**src/sv/awu_sqrt.sv**
```systemverilog
module awu_sqrt #(
    parameter int IW = 64,
    parameter int SW = 1
) (
    input  logic             i_clk,
    input  logic             i_rst_n,
    input  logic             i_en,
    input  logic             i_valid,
    input  logic [IW-1:0]    i_rad,
    input  logic [SW-1:0]    i_side,
    output logic             o_valid,
    output logic [IW/2-1:0]  o_root,
    output logic [SW-1:0]    o_side
);

    localparam int RW = IW / 2;

    logic            r_vld  [RW];
    logic [RW+1:0]   r_rem  [RW];
    logic [RW-1:0]   r_root [RW];
    logic [IW-1:0]   r_rad  [RW];
    logic [SW-1:0]   r_side [RW];

    // One result bit per stage, two radicand bits consumed per stage.
    for (genvar j = 0; j < RW; j++) begin : g_stage
        logic            vld_in;
        logic [RW+1:0]   rem_in;
        logic [RW-1:0]   root_in;
        logic [IW-1:0]   rad_in;
        logic [SW-1:0]   side_in;
        logic [RW+3:0]   acc;
        logic [RW+3:0]   trial;
        logic [RW+3:0]   diff;

        if (j == 0) begin : g_head
            assign vld_in  = i_valid;
            assign rem_in  = '0;
            assign root_in = '0;
            assign rad_in  = i_rad;
            assign side_in = i_side;
        end else begin : g_body
            assign vld_in  = r_vld[j-1];
            assign rem_in  = r_rem[j-1];
            assign root_in = r_root[j-1];
            assign rad_in  = r_rad[j-1];
            assign side_in = r_side[j-1];
        end

        assign acc   = {rem_in, rad_in[IW-1 -: 2]};
        assign trial = {2'b00, root_in, 2'b01};
        assign diff  = acc - trial;

        always_ff @(posedge i_clk) begin
            if (!i_rst_n) begin
                r_vld[j] <= 1'b0;
            end else if (i_en) begin
                r_vld[j] <= vld_in;
            end
        end

        always_ff @(posedge i_clk) begin
            if (i_en) begin
                if (acc >= trial) begin
                    r_rem[j]  <= diff[RW+1:0];
                    r_root[j] <= {root_in[RW-2:0], 1'b1};
                end else begin
                    r_rem[j]  <= acc[RW+1:0];
                    r_root[j] <= {root_in[RW-2:0], 1'b0};
                end
                r_rad[j]  <= {rad_in[IW-3:0], 2'b00};
                r_side[j] <= side_in;
            end
        end
    end

    assign o_valid = r_vld[RW-1];
    assign o_root  = r_root[RW-1];
    assign o_side  = r_side[RW-1];

endmodule

```
**config.mk**
```make
export PLATFORM = sky130hd
export DESIGN_NAME = awu_sqrt
export DESIGN_NICKNAME = d
export VERILOG_FILES = /design/src/sv/awu_sqrt.sv
export SDC_FILE = /design/constraint.sdc
export NUM_CORES = 2
export LEC_CHECK = 0
export BUFFER_PORTS_ARGS = -buffer_cell sky130_fd_sc_hd__buf_2
export CAP_MARGIN = 0
export CORE_ASPECT_RATIO = 2
export CORE_MARGIN = 3
export CORE_UTILIZATION = 50
export DETAILED_ROUTE_END_ITERATION = 10
export HOLD_SLACK_MARGIN = 0.02
export PLACE_DENSITY = 0.66
export SYNTH_ARGS = -nofsm -noshare
export SYNTH_HDL_FRONTEND = slang
export SYNTH_MEMORY_MAX_BITS = 65536
export SYNTH_SLANG_ARGS = --single-unit
```
**constraint.sdc**
```tcl
create_clock -name i_clk -period 6 [get_ports i_clk]
set_clock_uncertainty 0.05 [all_clocks]
set_input_delay 1.5 -clock i_clk [delete_from_list [all_inputs] [get_ports i_clk]]
set_output_delay 1.5 -clock i_clk [all_outputs]
set_load 0.01 [all_outputs]
```
==> flow_summary.json <==
{
  "status": "complete, no violations",
  "relSlewSlack_pct": 8.43,
  "synth_edf_count": 2585,
  "crit_path_top_delay_cell": "o21ai_0",
  "grt.overflow.total": 0,
  "grt_util_all_layers_pct": 23.2,
  "pre_cts_ws_ps": 882,
  "layout_worst_path_cycle_share_pct": 75.9,
  "dp.cells": 12500,
  "numCtsBuffers": 229,
  "ys_top_cells_by_area": "edfxtp_1 64%, ha_1 5.9%, xnor2_1 3.1%",
  "wl_per_cell_microns": 22.3,
  "cp_num_cells": 11,
  "ir_worst_vdd_uv": 362,
  "synthArstFlopShare_pct": 0,
  "num_rows": 254,
  "port_buffers": 102,
  "grt_pass1_vias": 76200,
  "setup_viol": 0,
  "tightest_slew_ps": 1360,
  "critPathBufInv": 3,
  "core_area_sq_um": 239000,
  "final_antenna_net_count": 0,
  "die_area_sq_um": 247000,
  "drv_cap": 0,
  "syn_area_sq_um": 120000,
  "drc": 0,
  "cp_top_family": "compound AO/OA/AOI/OAI gates",
  "cts_sinks": 2587,
  "htreeDepth": 4,
  "max_freq_ghz": 0.220,
  "cts_tree": "yes",
  "synth_top_area_cell": "edfxtp_1",
  "arrival_ps": 5010,
  "drive_gt1_share_pct": 6.63,
  "yosys.cell_count.top_type": "edfxtp_1",
  "yosysWarnings": 0,
  "stdcell_count": 13000,
  "synth.distinct_cells": 91,
  "crit_top_cell": "buf_4",
  "crit_type": "reg2reg",
  "fin_tns_setup_ps": 0,
  "path_clk_slew_ps": 60,
  "cp_max_fo": 49,
  "finalHoldViolCount": 0,
  "endpoint_kind": "flop",
  "num-nets-final": 10200,
  "finalWirelength_microns": 289000,
  "fin_ws_ps": 1450,
  "critPathRequiredTime_ps": 6460,
  "vias_per_cell": 5.66,
  "rsz0062_at_grt": "no",
  "synthCells": 9363,
  "whs_path_depth": 0,
  "period_needed_ps": 4550,
  "synth-seq-cells": 2587,
  "post_cts_buffers": 0,
  "synth_nets": 9995,
  "syn_to_final_growth_pct": 9.94,
  "avgSynthCellArea_sq_um": 12.9,
  "initial_core_util_pct": 50.3,
  "first_pass_iters": 6,
  "netlist.area_leader.share_pct": 64.5,
  "grt_pass1_wl_microns": 436000,
  "cellPowerDensity_nw_per_um2": 381,
  "crit_chain": "inv_1 -> ha_1 -> nand2b_1 -> a21oi_1 -> a221oi_1 -> buf_4 -> o311ai_0 -> a31o_2 -> a311oi_4 -> buf_4 -> o21ai_0",
  "gp_congestion": 1.00,
  "first_iter_violations": 4509,
  "post_cts_resized": 0,
  "min_path_type": "reg2reg",
  "fill_cells": 19500,
  "die_y_microns": 700,
  "slowest_delay_ps": 810,
  "drv_slew": 0,
  "cts_root_buf": "clkbuf_16",
  "reg2reg_depth": 11,
  "grt_max_degree": 221,
  "die_w_microns": 353,
  "clock_latency_ps": 890,
  "pin_count": 103,
  "vias": 73400,
  "cts_hold_buf": 0,
  "clk_path_buf_depth": 4,
  "ys.flop_type": "edfxtp_1",
  "crit_path_start_kind": "flop",
  "dpl.hpwl_microns": 218000,
  "netlist_top_cells_count": "2585 x edfxtp_1, 704 x inv_1, 696 x nand2_1, 563 x ha_1, 560 x o21ai_0",
  "power_leakage_uw": 0.0498,
  "holdWs_ps": 347,
  "ys_seq_area_share_pct": 64.5,
  "grt_antenna_before_repair": 7
}
==> report_power, final <==
part	internal, uW	total, uW	switching, uW
logic	4430	11200	6720
clock network	8190	14700	6490
registers	22900	24600	1730
==> cells by family (layout without fill, tap and decap cells) <==
kind of cell	count (synthesis)	count (layout)	synth area share, %
fa+ha+maj	563	563	5.85
xor+xnor	828	828	6.02
simple gates	2538	2538	10.6
mux	61	61	0.555
compound gates	1868	1868	9.61
buf+inv	918	1310	2.87
flops	2587	2587	64.5
other cells	0	14	0
==> path summary, 6_finish.rpt <==
kind	start	slack (ps)	end
worst min-delay path	r_rad[1][802]	350	r_rad[1][866]
worst max-delay path	r_rad[1][618]	1450	r_rem[1][343]
worst min register to register	r_rad[1][802]	350	r_rad[1][866]
worst max register to register	r_rad[1][618]	1450	r_rem[1][343]
==> worst register-to-register path, cell delays in order (launching register included) <==
cell      delay (ps)
edfxtp_1         800
inv_1            110
ha_1             240
nand2b_1         150
a21oi_1          280
a221oi_1         220
buf_4            200
o311ai_0         510
a31o_2           360
a311oi_4         130
buf_4            320
o21ai_0          820
==> cells in the final DEF, fill, tap and decap left out, types with 78 or more instances in the layout <==
cell type / count
buf_4: 78
nor4_1: 116
a21o_1: 226
nor2b_1: 84
xor2_1: 397
a21oi_1: 515
nor3_1: 237
edfxtp_1: 2585
or3_1: 94
nand2b_1: 129
nand3_1: 167
nor2_1: 529
nand2_1: 696
clkbuf_16: 230
and3_1: 81
inv_1: 704
nand4_1: 102
o21a_1: 112
buf_2: 101
ha_1: 563
xnor2_1: 431
o21ai_0: 560
==> through the flow <==
stage	area, sq um	utilization, %	total power [uW]
2_1_floorplan	120000	-	32100
3_3_place_gp	125000	52.2	35800
3_5_place_dp	125000	52.2	36000
4_1_cts	132000	55.3	50900
5_1_grt	132000	55.3	52900
6_report	132000	55.3	50500
==> registers in the layout (all words and copies together), names as in the netlist <==
signal  flops
r_rem    1003
r_rad     992
r_root    528
r_side     32
r_vld      32
==> per-layer routing <==
layer,share of wire (%),GRT usage [%],vias to the layer above
met1,30,19.3,35800
met4,9.3,18.5,0
met5,0,0,-
met2,58,47.7,1724
met3,2.7,2.37,912
li1,-,-,35000
==> final cells by class <==
class | instances | area [sq um] | share of cell area (%)
Multi-Input combinational cell | 5858 | 39400 | 29.7
Timing Repair Buffer | 190 | 1310 | 0.991
Clock buffer | 281 | 5980 | 4.52
Tap cell | 3200 | 4000 | 3.02
Clock inverter | 134 | 1370 | 1.04
Sequential cell | 2587 | 77700 | 58.7
Inverter | 705 | 2650 | 2.00
Antenna cell | 14 | 35.0 | 0.0265
(Power assumes the default switching activity.)
